--- config.mk ---
export PLATFORM = sky130hd
export DESIGN_NAME = sensor_measure_sequencer_flat
export DESIGN_NICKNAME = d
export VERILOG_FILES = /design/src/design/smseq_pkg.sv /design/src/design/smseq_if.sv /design/src/design/sensor_measure_sequencer.sv /design/src/design/smseq_core.sv /design/src/flat_wrapper.sv
export SDC_FILE = /design/constraint.sdc
export NUM_CORES = 1
export LEC_CHECK = 0
export BUFFER_PORTS_ARGS = -buffer_cell sky130_fd_sc_hd__buf_2
export CORE_MARGIN = 4
export CORE_UTILIZATION = 55
export DETAILED_ROUTE_END_ITERATION = 16
export GPL_ROUTABILITY_DRIVEN = 1
export PLACE_DENSITY = 0.77
export SETUP_SLACK_MARGIN = 0.4
export SYNTH_ARGS = -nofsm -noshare
export SYNTH_HDL_FRONTEND = slang
export SYNTH_SLANG_ARGS = --single-unit
--- constraint.sdc ---
create_clock -name clk -period 7.6 [get_ports clk]
set_input_delay 1.52 -clock clk [delete_from_list [all_inputs] [get_ports clk]]
set_output_delay 1.52 -clock clk [all_outputs]
set_load 0.02 [all_outputs]
--- src/design/smseq_pkg.sv ---
// ----------------------------------------------------------------------------
// smseq_pkg: shared types, codes and CRC helpers
// Holds the transaction types, link codes, sensor command bytes and the CRC-8
// (poly 0x31) step functions used by the measurement sequencer.
// ----------------------------------------------------------------------------
`default_nettype none

package smseq_pkg;

  // Tick counter width default and configuration register geometry
  localparam int TICK_W_DEFAULT = 16;
  localparam int CFG_DATA_W     = 16;
  localparam int CFG_INDEX_W    = 1;

  // Configuration register indexes
  localparam logic [CFG_INDEX_W-1:0] CFG_REST_TICKS    = 1'd0;
  localparam logic [CFG_INDEX_W-1:0] CFG_CONVERT_LIMIT = 1'd1;

  localparam logic [15:0] REST_TICKS_RESET    = 16'd5;
  localparam logic [15:0] CONVERT_LIMIT_RESET = 16'd500;

  // Link status codes
  localparam logic [1:0] ST_BUSY  = 2'd0;
  localparam logic [1:0] ST_IDLE  = 2'd1;

  // Link command codes
  localparam logic [2:0] LC_NONE      = 3'd0;
  localparam logic [2:0] LC_INIT      = 3'd1;
  localparam logic [2:0] LC_RESET     = 3'd2;
  localparam logic [2:0] LC_SEND      = 3'd3;
  localparam logic [2:0] LC_READ_ACK  = 3'd4;
  localparam logic [2:0] LC_READ_NACK = 3'd5;

  // Sensor measurement commands
  localparam logic [7:0] CMD_TEMP = 8'h03;
  localparam logic [7:0] CMD_HUM  = 8'h05;

  localparam logic [7:0] CRC_POLY = 8'h31;

  localparam logic [3:0] PHASE_REST = 4'd0;
  localparam logic [3:0] PHASE_LAST = 4'd11;

  typedef struct packed {
    logic [1:0] link_status;
    logic [7:0] rx_byte;
  } in_item_t;

  typedef struct packed {
    logic [2:0]  link_command;
    logic [7:0]  command_byte;
    logic [15:0] temperature_raw;
    logic [15:0] humidity_raw;
    logic        sample_ready;
    logic        crc_fail;
    logic [3:0]  phase_now;
  } out_item_t;

  typedef struct packed {
    logic [15:0] rest_ticks;
    logic [15:0] convert_limit_ticks;
  } cfg_regs_t;

  // Shift one byte, MSB first, through the CRC-8 register
  function automatic logic [7:0] crc8_byte(input logic [7:0] crc_in, input logic [7:0] data);
    logic [7:0] crc;
    logic       fb;
    crc = crc_in;
    for (int i = 7; i >= 0; i--) begin
      fb  = data[i] ^ crc[7];
      crc = {crc[6:0], 1'b0};
      if (fb) begin
        crc = crc ^ CRC_POLY;
      end
    end
    return crc;
  endfunction

  function automatic logic [7:0] bit_rev8(input logic [7:0] v);
    logic [7:0] r;
    for (int i = 0; i < 8; i++) begin
      r[7-i] = v[i];
    end
    return r;
  endfunction

  // CRC state after the command byte, from a zero start
  localparam logic [7:0] CRC_AFTER_TEMP = crc8_byte(8'h00, CMD_TEMP);
  localparam logic [7:0] CRC_AFTER_HUM  = crc8_byte(8'h00, CMD_HUM);

endpackage

`default_nettype wire

--- src/design/smseq_if.sv ---
// ----------------------------------------------------------------------------
// smseq_in_if / smseq_out_if: valid-ready channels
// Carry one tick item into the sequencer and one result item out of it.
// ----------------------------------------------------------------------------
`default_nettype none

interface smseq_in_if;
  import smseq_pkg::*;
  logic     valid;
  logic     ready;
  in_item_t data;
  modport source (output valid, output data, input ready);
  modport sink   (input valid, input data, output ready);
endinterface

interface smseq_out_if;
  import smseq_pkg::*;
  logic      valid;
  logic      ready;
  out_item_t data;
  modport source (output valid, output data, input ready);
  modport sink   (input valid, input data, output ready);
endinterface

`default_nettype wire

--- src/design/sensor_measure_sequencer.sv ---
// ----------------------------------------------------------------------------
// sensor_measure_sequencer: temperature / humidity poll sequencer
// Steps a byte-link measurement sequence once per tick transaction and
// returns the link command, raw samples and status for every tick.
// ----------------------------------------------------------------------------
`default_nettype none

// Each input transaction is one tick: the byte link's status and its last
// received byte. Every tick yields exactly one result transaction carrying the
// link command to issue, the command byte, the latest raw temperature and
// humidity words, the sample-ready and CRC-fail flags and the phase reached.
// On each tick the sequencer state updates in the accepting cycle
// and the result lands in the output register, so one transaction is taken
// every cycle while the result side keeps up (in_ch.ready stays high whenever
// the output register is empty or being drained). The CRC-8 check is spread
// over the read phases one byte at a time, so each cycle shifts at most eight
// bits. cfg_index 0 writes rest_ticks, 1 writes convert_limit_ticks; write
// them only while no tick is in flight.

module sensor_measure_sequencer #(
  parameter int TICK_COUNTER_WIDTH = smseq_pkg::TICK_W_DEFAULT
) (
  input  wire logic                              clk,
  input  wire logic                              rst_n,
  smseq_in_if.sink                               in_ch,
  smseq_out_if.source                            out_ch,
  input  wire logic                              cfg_we,
  input  wire logic [smseq_pkg::CFG_INDEX_W-1:0] cfg_index,
  input  wire logic [smseq_pkg::CFG_DATA_W-1:0]  cfg_data
);
  import smseq_pkg::*;

  cfg_regs_t cfg_r;
  out_item_t result;
  out_item_t out_data_r;
  logic      out_valid_r;
  logic      accept;

  // Take a new tick whenever the output register is free or being drained
  assign in_ch.ready  = !out_valid_r || out_ch.ready;
  assign accept       = in_ch.valid && in_ch.ready;
  assign out_ch.valid = out_valid_r;
  assign out_ch.data  = out_data_r;

  // Configuration registers
  always_ff @(posedge clk) begin
    if (!rst_n) begin
      cfg_r.rest_ticks          <= REST_TICKS_RESET;
      cfg_r.convert_limit_ticks <= CONVERT_LIMIT_RESET;
    end else if (cfg_we) begin
      case (cfg_index)
        CFG_REST_TICKS:    cfg_r.rest_ticks          <= cfg_data;
        CFG_CONVERT_LIMIT: cfg_r.convert_limit_ticks <= cfg_data;
        default: begin
          cfg_r <= cfg_r;
        end
      endcase
    end
  end

  // Sequencer: advance only on an accepted tick
  smseq_core #(
    .TICK_COUNTER_WIDTH (TICK_COUNTER_WIDTH)
  ) u_core (
    .clk     (clk),
    .rst_n   (rst_n),
    .advance (accept),
    .item    (in_ch.data),
    .cfg     (cfg_r),
    .result  (result)
  );

  // Output register: load on accept, drop valid once taken
  always_ff @(posedge clk) begin
    if (!rst_n) begin
      out_valid_r <= 1'b0;
    end else if (accept) begin
      out_valid_r <= 1'b1;
    end else if (out_ch.ready) begin
      out_valid_r <= 1'b0;
    end
  end

  always_ff @(posedge clk) begin
    if (accept) begin
      out_data_r <= result;
    end
  end

  // Every accepted tick produces a result in the next cycle
  a_accept_gives_result: assert property (@(posedge clk) disable iff (!rst_n)
    accept |=> out_ch.valid)
    else $error("accepted tick produced no result");

  // A result is never overwritten before it is taken
  a_no_overwrite: assert property (@(posedge clk) disable iff (!rst_n)
    (out_valid_r && !out_ch.ready) |-> !accept)
    else $error("pending result overwritten");

  // A completed pair always lands back in rest, and never with a CRC failure
  a_ready_in_rest: assert property (@(posedge clk) disable iff (!rst_n)
    (out_valid_r && out_data_r.sample_ready) |->
      (out_data_r.phase_now == PHASE_REST && !out_data_r.crc_fail))
    else $error("sample ready outside rest or with CRC failure");

  // Phase never leaves the defined range
  a_phase_range: assert property (@(posedge clk) disable iff (!rst_n)
    out_valid_r |-> (out_data_r.phase_now <= PHASE_LAST))
    else $error("phase out of range");

endmodule

`default_nettype wire

--- src/design/smseq_core.sv ---
// ----------------------------------------------------------------------------
// smseq_core: measurement phase sequencer
// Holds phase, tick age, raw stores and running CRC; steps once per tick.
// ----------------------------------------------------------------------------
`default_nettype none

module smseq_core #(
  parameter int TICK_COUNTER_WIDTH = smseq_pkg::TICK_W_DEFAULT
) (
  input  wire logic                 clk,
  input  wire logic                 rst_n,
  input  wire logic                 advance,
  input  wire smseq_pkg::in_item_t  item,
  input  wire smseq_pkg::cfg_regs_t cfg,
  output smseq_pkg::out_item_t      result
);
  import smseq_pkg::*;

  localparam int CMP_W = (TICK_COUNTER_WIDTH > CFG_DATA_W) ? TICK_COUNTER_WIDTH : CFG_DATA_W;

  typedef enum logic [3:0] {
    PH_REST    = 4'd0,
    PH_T_INIT  = 4'd1,
    PH_T_CMD   = 4'd2,
    PH_T_HIGH  = 4'd3,
    PH_T_LOW   = 4'd4,
    PH_T_CRC   = 4'd5,
    PH_H_INIT  = 4'd6,
    PH_H_CMD   = 4'd7,
    PH_H_HIGH  = 4'd8,
    PH_H_LOW   = 4'd9,
    PH_H_CRC   = 4'd10,
    PH_CLEAR   = 4'd11
  } phase_t;

  phase_t                        phase_r, phase_nxt;
  logic [TICK_COUNTER_WIDTH-1:0] elapsed_r, elapsed_nxt;
  logic [15:0]                   temp_r, temp_nxt;
  logic [15:0]                   hum_r, hum_nxt;
  logic [7:0]                    crc_r, crc_nxt;

  logic       idle, err, mark;
  logic       is_temp;
  logic [7:0] code;
  logic [7:0] crc_start;
  logic [7:0] store_cur;
  logic       rest_done, convert_done;
  logic [2:0] cmd;
  logic [7:0] cbyte;
  logic       ready, fail;

  assign idle    = (item.link_status == ST_IDLE);
  assign err     = (item.link_status != ST_IDLE) && (item.link_status != ST_BUSY);
  assign is_temp = (phase_r <= PH_T_CRC);
  assign code      = is_temp ? CMD_TEMP : CMD_HUM;
  assign crc_start = is_temp ? CRC_AFTER_TEMP : CRC_AFTER_HUM;
  assign store_cur = is_temp ? temp_r[7:0] : hum_r[7:0];

  assign rest_done    = CMP_W'(cfg.rest_ticks) <= CMP_W'(elapsed_r);
  assign convert_done = CMP_W'(cfg.convert_limit_ticks) <= CMP_W'(elapsed_r);

  always_comb begin
    phase_nxt = phase_r;
    temp_nxt  = temp_r;
    hum_nxt   = hum_r;
    crc_nxt   = crc_r;
    mark      = 1'b0;
    cmd       = LC_NONE;
    cbyte     = 8'h00;
    ready     = 1'b0;
    fail      = 1'b0;
    case (phase_r)
      PH_REST: begin
        if (rest_done) begin
          if (!idle) begin
            cmd       = LC_RESET;
            phase_nxt = PH_CLEAR;
          end else begin
            cmd       = LC_INIT;
            phase_nxt = PH_T_INIT;
          end
        end
      end
      PH_T_INIT, PH_H_INIT: begin
        if (idle) begin
          cmd       = LC_SEND;
          cbyte     = code;
          mark      = 1'b1;
          phase_nxt = is_temp ? PH_T_CMD : PH_H_CMD;
        end else if (err) begin
          mark      = 1'b1;
          phase_nxt = PH_REST;
        end
      end
      PH_T_CMD, PH_H_CMD: begin
        if (idle) begin
          cmd       = LC_READ_ACK;
          phase_nxt = is_temp ? PH_T_HIGH : PH_H_HIGH;
        end else if (err) begin
          mark      = 1'b1;
          phase_nxt = PH_REST;
        end else if (convert_done) begin
          cmd       = LC_RESET;
          phase_nxt = PH_CLEAR;
        end
      end
      PH_T_HIGH, PH_H_HIGH: begin
        if (idle) begin
          // Latch the high byte and fold it into the running CRC
          if (is_temp) begin
            temp_nxt = {item.rx_byte, 8'h00};
          end else begin
            hum_nxt = {item.rx_byte, 8'h00};
          end
          crc_nxt   = crc8_byte(crc_start, item.rx_byte);
          cmd       = LC_READ_ACK;
          phase_nxt = is_temp ? PH_T_LOW : PH_H_LOW;
        end else if (err) begin
          mark      = 1'b1;
          phase_nxt = PH_REST;
        end
      end
      PH_T_LOW, PH_H_LOW: begin
        if (idle) begin
          if (is_temp) begin
            temp_nxt = {temp_r[15:8], temp_r[7:0] | item.rx_byte};
          end else begin
            hum_nxt = {hum_r[15:8], hum_r[7:0] | item.rx_byte};
          end
          crc_nxt   = crc8_byte(crc_r, store_cur | item.rx_byte);
          cmd       = LC_READ_NACK;
          phase_nxt = is_temp ? PH_T_CRC : PH_H_CRC;
        end else if (err) begin
          mark      = 1'b1;
          phase_nxt = PH_REST;
        end
      end
      PH_T_CRC, PH_H_CRC: begin
        if (idle) begin
          if (bit_rev8(crc_r) == item.rx_byte) begin
            mark = 1'b1;
            if (is_temp) begin
              cmd       = LC_INIT;
              phase_nxt = PH_H_INIT;
            end else begin
              ready     = 1'b1;
              phase_nxt = PH_REST;
            end
          end else begin
            fail      = 1'b1;
            cmd       = LC_RESET;
            phase_nxt = PH_CLEAR;
          end
        end else if (err) begin
          mark      = 1'b1;
          phase_nxt = PH_REST;
        end
      end
      PH_CLEAR: begin
        if (idle || err) begin
          mark      = 1'b1;
          phase_nxt = PH_REST;
        end
      end
      default: begin
        phase_nxt = phase_r;
      end
    endcase
  end

  always_comb begin
    if (mark) begin
      elapsed_nxt = TICK_COUNTER_WIDTH'(1);
    end else if (elapsed_r != {TICK_COUNTER_WIDTH{1'b1}}) begin
      elapsed_nxt = elapsed_r + TICK_COUNTER_WIDTH'(1);
    end else begin
      elapsed_nxt = elapsed_r;
    end
  end

  always_comb begin
    result.link_command    = cmd;
    result.command_byte    = cbyte;
    result.temperature_raw = temp_nxt;
    result.humidity_raw    = hum_nxt;
    result.sample_ready    = ready;
    result.crc_fail        = fail;
    result.phase_now       = phase_nxt;
  end

  always_ff @(posedge clk) begin
    if (!rst_n) begin
      phase_r   <= PH_REST;
      elapsed_r <= '0;
      temp_r    <= '0;
      hum_r     <= '0;
    end else if (advance) begin
      phase_r   <= phase_nxt;
      elapsed_r <= elapsed_nxt;
      temp_r    <= temp_nxt;
      hum_r     <= hum_nxt;
    end
  end

  // Running CRC is read when the low byte is folded in and checked in a checksum phase
  always_ff @(posedge clk) begin
    if (advance) begin
      crc_r <= crc_nxt;
    end
  end

endmodule

`default_nettype wire
--- src/flat_wrapper.sv ---
// flat-port wrapper written by rule: the top's interface ports become plain ports
module sensor_measure_sequencer_flat import smseq_pkg::*;
#(
  parameter int TICK_COUNTER_WIDTH = smseq_pkg::TICK_W_DEFAULT
)
  (clk, rst_n, cfg_we, cfg_index, cfg_data, in_ch_valid, in_ch_data, in_ch_ready, out_ch_valid, out_ch_data, out_ch_ready);
  smseq_in_if in_ch_i ();
  smseq_out_if out_ch_i ();
  input  wire logic clk;
  input  wire logic rst_n;
  input  wire logic cfg_we;
  input  wire logic [smseq_pkg::CFG_INDEX_W-1:0] cfg_index;
  input  wire logic [smseq_pkg::CFG_DATA_W-1:0] cfg_data;
  input wire logic [$bits(in_ch_i.valid)-1:0] in_ch_valid;
  input wire logic [$bits(in_ch_i.data)-1:0] in_ch_data;
  output wire logic [$bits(in_ch_i.ready)-1:0] in_ch_ready;
  output wire logic [$bits(out_ch_i.valid)-1:0] out_ch_valid;
  output wire logic [$bits(out_ch_i.data)-1:0] out_ch_data;
  input wire logic [$bits(out_ch_i.ready)-1:0] out_ch_ready;
  assign in_ch_i.valid = in_ch_valid;
  assign in_ch_i.data = in_ch_data;
  assign in_ch_ready = in_ch_i.ready;
  assign out_ch_valid = out_ch_i.valid;
  assign out_ch_data = out_ch_i.data;
  assign out_ch_i.ready = out_ch_ready;
  sensor_measure_sequencer #(.TICK_COUNTER_WIDTH(TICK_COUNTER_WIDTH)) u_core (.clk(clk), .rst_n(rst_n), .in_ch(in_ch_i), .out_ch(out_ch_i), .cfg_we(cfg_we), .cfg_index(cfg_index), .cfg_data(cfg_data));
endmodule
==> flow_metrics.env, run 1 <==
export IMPL_status="finished, final reports clean"
export IMPL_synth_simple_area_share_pct=20.1
export IMPL_cts_tree="built"
export IMPL_cpMaxStageDelayCell="buf_4"
export IMPL_hpwl_um=11300
export IMPL_synth_top_family_by_area="simple AND/OR/NAND/NOR gates"
export IMPL_core_area_um2=13200
export IMPL_htreeDepth=4
export IMPL_drc=0
export IMPL_grt_pass1_wl_um=26400
export IMPL_fmax_mhz=257
export IMPL_worst_slew_pin_slew_ns=1.23
export IMPL_cp_max_fo=60
export IMPL_wl_per_cell_um=15.5
export IMPL_ioPinCount=83
export IMPL_clockRootBuffer="clkbuf_16"
export IMPL_max_stage_delay_ns=0.64
export IMPL_placedCellCount=1006
export IMPL_place_congestion=0.879
export IMPL_setup_viol=0
export IMPL_final_cell_mix="nand2_1 (120), nor2_1 (96), dfxtp_1 (85)"
export IMPL_post_cts_setup_buffer_count=0
export IMPL_cts_made_buffers=17
export IMPL_dr_first_iter_drc_count=440
export IMPL_netlist_area_um2=7360
export IMPL_critical_path_startpoint_type="primary input"
export IMPL_grt_remaining_overflow=0
export IMPL_firstDrtPassIters=5
export IMPL_synth_edf_count=52
export IMPL_slew_headroom_pct=17.4
export IMPL_dr_total_vias=5722
export IMPL_antenna_left=0
export IMPL_diodes=0
export IMPL_arrival_ns=4.21
export IMPL_dp_slack_ns=3.26
export IMPL_end_kind="flip-flop"
export IMPL_synth_ff_type="dfxtp_1"
export IMPL_synthMuxAreaShare_pct=3.53
export IMPL_maxCapViolations=0
export IMPL_die_area_um2=15300
export IMPL_yosysWarnings=0
export IMPL_fill_cells=1082
export IMPL_synth_cell_types=70
export IMPL_die_h_um=124
export IMPL_crit_path_cell_trace="buf_2 > nand2b_1 > nand2_1 > buf_4 > inv_2 > buf_4 > nand3_1 > a31o_2 > a2111oi_4 > a311oi_1 > a41o_1"
export IMPL_synth_compound_area_share_pct=15.3
export IMPL_synthArstFlopShare_pct=0
export IMPL_clk_latency_ns=0.42
export IMPL_final_max_slew_viol_count=0
export IMPL_seq_area_frac_synth_pct=44.3
export IMPL_timing_final_ws_setup_ns=3.70
export IMPL_path_class="in -> reg"
export IMPL_cts_path_max_buffers=2
export IMPL_grt_max_degree=66
export IMPL_port_buffers=77
export IMPL_synth_xor_area_share_pct=6.64
export IMPL_first_global_vias=5383
export IMPL_hold_violations=0
export IMPL_min_period_ns=3.90
export IMPL_leakage_nw=3.37
export IMPL_path_clk_slew_ns=0.06
export IMPL_layout_nets=914
export IMPL_powerDensity_nw_per_um2=226
export IMPL_syn_to_final_growth_pct=13.3
export IMPL_drive_gt1_share_pct=17.6
export IMPL_finalNonFillerCells=1038
export IMPL_cts_resized=0
export IMPL_rows=42
export IMPL_synthAdderAreaFrac_pct=5.61
export IMPL_irDropWorstVdd_mv=0.156
export IMPL_cts_sinks=137
export IMPL_tns_ns=0
export IMPL_routed_wl_um=16100
export IMPL_synthesis_area_per_instance_um2=9.26
export IMPL_synth_cells=795
export IMPL_cp_required_ns=7.91
export IMPL_rsz0062_at_grt="false"
export IMPL_layout_commonest_cell="nand2_1"
export IMPL_fin_skew_ns=0.0112
export IMPL_grtUsageTotal_pct=22.0
export IMPL_dieWidth_um=124
export IMPL_vias_per_cell=5.51
export IMPL_hold_path_class="reg -> reg"
export IMPL_min_period_over_period_pct=51.3
export IMPL_ctsHoldBuffers=0
export IMPL_initial_core_util_pct=55.8
export IMPL_synth_seq_cells=137
export IMPL_crit_path_frequent_cell="buf_4"
export IMPL_antenna_found_initial=0
==> cell usage after synthesis, drive strengths merged, types with 7 or more instances <==
master / instances / share of area (%)
o21ai: 19 / 1.3
a211oi: 12 / 1.3
a21o: 8 / 0.82
ha: 33 / 5.6
a21boi: 34 / 3.5
dfxtp: 85 / 23
and2: 7 / 0.59
nand3: 12 / 0.82
mux2i: 8 / 1.1
buf: 25 / 1.8
nand4: 13 / 1.3
a21oi: 54 / 3.8
nor3b: 17 / 1.9
nor2b: 14 / 1.2
nor2: 96 / 4.9
edfxtp: 52 / 21
clkbuf: 28 / 1.4
xor2: 20 / 2.4
mux2: 16 / 2.4
xnor2: 29 / 3.7
inv: 24 / 1.2
nand2: 120 / 6.1
==> per-stage QoR <==
stage / area (µm²) / utilization, % / total power, mW / hold WS [ns]
floorplan: 7380 / - / 1.08 / 0.443
global placement: 7800 / 59.1 / 1.15 / 0.455
detailed placement: 7800 / 59.1 / 1.15 / 0.462
CTS: 8340 / 63.2 / 1.89 / 0.470
global route: 8340 / 63.2 / 1.97 / 0.492
finish: 8340 / 63.2 / 1.88 / 0.468
==> sequential cells by signal (all words and copies together), names as in the netlist <==
| signal | cells |
|---|---|
| u_core.u_core.hum_r | 16 |
| u_core.out_ch.valid | 1 |
| u_core.out_ch.data | 44 |
| u_core.cfg_r | 32 |
| u_core.u_core.phase_r | 4 |
| u_core.u_core.elapsed_r | 16 |
| u_core.u_core.temp_r | 16 |
| u_core.u_core.crc_r | 8 |
==> per-layer routing <==
metal,vias up,share of wire (%),GRT usage (%)
met5,-,0,0
met4,0,1.6,7.61
met3,25,4.9,5.22
met2,151,46,33.3
met1,2685,47,30.9
li1,2861,-,-
==> worst max-delay path: cells and delay by family <==
kind	cells	cell delay [ns]
and+or+nand+nor	3	0.32
buffers and inverters	4	1.25
AOI/OAI and AO/OA	4	1.10
==> where the power goes <==
group | internal, mW | switching, mW | total (mW)
clock | 0.444 | 0.302 | 0.746
combinational | 0.120 | 0.182 | 0.302
sequential | 0.808 | 0.0268 | 0.835
==> worst paths after layout <==
check | from | slack, ns | end | depth (start not counted)
setup reg to reg | u_core.u_core.phase_r[2] | 4.38 | u_core.u_core.crc_r[1] | 7
hold / removal | u_core.cfg_r[3] | 0.47 | u_core.cfg_r[3] | 2
setup / recovery | out_ch_ready | 3.70 | u_core.u_core.elapsed_r[13] | 11
hold reg to reg | u_core.cfg_r[3] | 0.47 | u_core.cfg_r[3] | 2
==> cells by family (layout without fill, tap and decap cells) <==
logic type	after synthesis	after routing
AND/OR/NAND/NOR	310	310
AO/OA/AOI/OAI	162	162
flip-flops	137	137
buffers and inverters	77	140
XOR/XNOR	51	51
adder cells (fa/ha/maj)	33	33
multiplexers	24	24
other	1	5
==> cell type report <==
type	instances	area, µm²	area share, %
Sequential cell	137	3260	39.1
Timing Repair Buffer	84	438	5.25
Multi-Input combinational cell	585	3790	45.4
Clock buffer	23	478	5.73
Clock inverter	9	61.3	0.735
Tap cell	176	220	2.64
Inverter	24	90.1	1.08
No activity file was read; power rests on OpenSTA's default activity.
==> run 2: changes to the inputs <==
==> constraint.sdc (replaced) <==
create_clock -name clk -period 4.1 [get_ports clk]
set_input_delay 0.82 -clock clk [delete_from_list [all_inputs] [get_ports clk]]
set_output_delay 0.82 -clock clk [all_outputs]
set_load 0.02 [all_outputs]
==> run 2 against run 1 <==
Effect of this change: via count rose by 3.4%; utilization is 1.1 points higher; power up 100%; final cell count increased by 0.48%; die area unchanged; highest routed layer unchanged; sequential power grew 84%.
==> flow_metrics.env, run 2 (synthesis gave the netlist of run 1 again) <==
export IMPL_status="finished, final reports clean"
export IMPL_combPwrFrac_pct=15.5
export IMPL_rsz0062_at_grt="false"
export IMPL_max_stage_delay_ns=0.91
export IMPL_firstDrtPassIters=5
export IMPL_port_buffers=77
export IMPL_final_cell_mix="nand2_1 (120), nor2_1 (96), dfxtp_1 (85)"
export IMPL_hpwl_um=11800
export IMPL_switchingPower_mw=1.02
export IMPL_fmax_mhz=326
export IMPL_fin_skew_ns=0.00800
export IMPL_critical_path_startpoint_type="flip-flop"
export IMPL_min_period_over_period_pct=74.7
export IMPL_finalNonFillerCells=1043
export IMPL_maxCapViolations=0
export IMPL_cts_made_buffers=17
export IMPL_placedCellCount=1011
export IMPL_cp_endpoint="u_core.u_core.crc_r[1]"
export IMPL_largest_reg_flops=44
export IMPL_hold_path_class="reg -> reg"
export IMPL_cts_resized=0
export IMPL_initial_core_util_pct=55.8
export IMPL_min_period_ns=3.06
export IMPL_dieWidth_um=124
export IMPL_dr_total_vias=5918
export IMPL_grtUsageTotal_pct=23.4
export IMPL_crit_path_start="u_core.u_core.phase_r[1]"
export IMPL_clockRootBuffer="clkbuf_16"
export IMPL_grt_remaining_overflow=0
export IMPL_dr_first_iter_drc_count=528
export IMPL_crit_path_cell_trace="a21oi_2 > nor2b_1 > a211oi_1 > xor2_1 > xnor2_2 > xnor3_1 > a21oi_1"
export IMPL_htreeDepth=4
export IMPL_cp_max_fo=20
export IMPL_antenna_left=0
export IMPL_core_area_um2=13200
export IMPL_layout_commonest_cell="nand2_1"
export IMPL_path_clk_slew_ns=0.06
export IMPL_layout_nets=919
export IMPL_post_cts_setup_buffer_count=0
export IMPL_path_class="reg -> reg"
export IMPL_power_switching_share_pct=27.1
export IMPL_drc=0
export IMPL_power_total_mw=3.78
export IMPL_syn_to_final_growth_pct=15.2
export IMPL_routed_wl_um=17300
export IMPL_clk_latency_ns=0.42
export IMPL_cts_tree="built"
export IMPL_r2r_start="u_core.u_core.phase_r[1]"
export IMPL_vias_per_cell=5.67
export IMPL_grt_pass1_wl_um=27600
export IMPL_die_h_um=124
export IMPL_rows=42
export IMPL_wl_per_cell_um=16.6
export IMPL_end_kind="flip-flop"
export IMPL_p_clk_share_pct=43.9
export IMPL_diodes=0
export IMPL_place_congestion=0.910
export IMPL_r2r_slack_ns=1.04
export IMPL_final_max_slew_viol_count=0
export IMPL_ctsHoldBuffers=0
export IMPL_first_global_vias=5520
export IMPL_setup_viol=0
export IMPL_tns_ns=0
export IMPL_p_int_mw=2.76
export IMPL_arrival_ns=3.34
export IMPL_cp_required_ns=4.38
export IMPL_worst_slew_pin_slew_ns=1.09
export IMPL_reg2reg_to="u_core.u_core.crc_r[1]"
export IMPL_irDropWorstVdd_mv=0.287
export IMPL_cpMaxStageDelayCell="a21oi_2"
export IMPL_hold_violations=0
export IMPL_slew_headroom_pct=27.5
export IMPL_cts_path_max_buffers=2
export IMPL_grt_max_degree=73
export IMPL_antenna_found_initial=0
export IMPL_powerDensity_nw_per_um2=446
export IMPL_reg2reg_depth=7
export IMPL_cts_sinks=137
export IMPL_die_area_um2=15300
export IMPL_leakage_nw=3.43
export IMPL_drive_gt1_share_pct=18.5
export IMPL_power_frac_seq_pct=40.6
export IMPL_ioPinCount=83
==> run 2: cell count changes in the layout (fill, tap and decap cells not counted), sizes merged <==
cell      before  now
buf           84   89
clkinvlp       0    2
bufinv         0    4
clkbuf        23   17
==> run 2: worst min path at each step <==
| stage | from | end | cells past startpoint | slack [ns] |
|---|---|---|---|---|
| finish | u_core.cfg_r[24] | u_core.cfg_r[24] | 2 | 0.47 |
| detailed placement | u_core.cfg_r[15] | u_core.cfg_r[15] | 2 | 0.46 |
| global route | u_core.cfg_r[20] | u_core.cfg_r[20] | 2 | 0.49 |
| CTS | u_core.cfg_r[15] | u_core.cfg_r[15] | 2 | 0.47 |
| global placement | u_core.cfg_r[0] | u_core.cfg_r[0] | 2 | 0.45 |
| floorplan | u_core.u_core.hum_r[0] | u_core.u_core.hum_r[0] | 2 | 0.44 |
==> run 2: final cells by class <==
class / count / area (µm²)
fillers: 1058 / 4710
multi-input cells: 585 / 3790
flip-flops and latches: 137 / 3260
repair buffers: 89 / 475
clock buffers: 17 / 425
well taps: 176 / 220
clock inverters: 15 / 216
inverters: 24 / 90.1
==> run 2: metrics by stage <==
| step | instance area [µm²] | hold slack (ns) | util (%) | worst slack (ns) |
|---|---|---|---|---|
| after floorplan | 7380 | 0.443 | - | 0.680 |
| after global placement | 7840 | 0.452 | 59.4 | 1.08 |
| after detailed placement | 7840 | 0.461 | 59.4 | 1.12 |
| after CTS | 8480 | 0.470 | 64.3 | 1.02 |
| after global routing | 8480 | 0.491 | 64.3 | 0.922 |
| final | 8480 | 0.468 | 64.3 | 1.04 |
==> run 2: power groups by stage <==
stage          logic, mW  registers [mW]  clock network (mW)
2_1_floorplan      0.403            1.60                   0
3_3_place_gp       0.574            1.56                   0
3_5_place_dp       0.579            1.56                   0
4_1_cts            0.586            1.54                1.68
5_1_grt            0.646            1.54                1.74
6_report           0.586            1.54                1.66
==> run 2: metal layers <==
metal / vias up / part of all wire (%) / track usage [%] / wire length [µm]
li1: 2884 / - / - / -
met1: 2840 / 46 / 32.4 / 8040
met2: 159 / 47 / 36.2 / 8140
met3: 35 / 4.4 / 4.18 / 763
met4: 0 / 2.3 / 9.55 / 395
met5: - / 0 / 0 / 0
==> run 2: critical path: cells and delay by family, from the launching register on <==
kind / cells / cell delay [ns]
AO/OA/AOI/OAI: 3 / 1.42
AND/OR/NAND/NOR: 1 / 0.16
XOR/XNOR: 3 / 0.87
flip-flops: 1 / 0.45
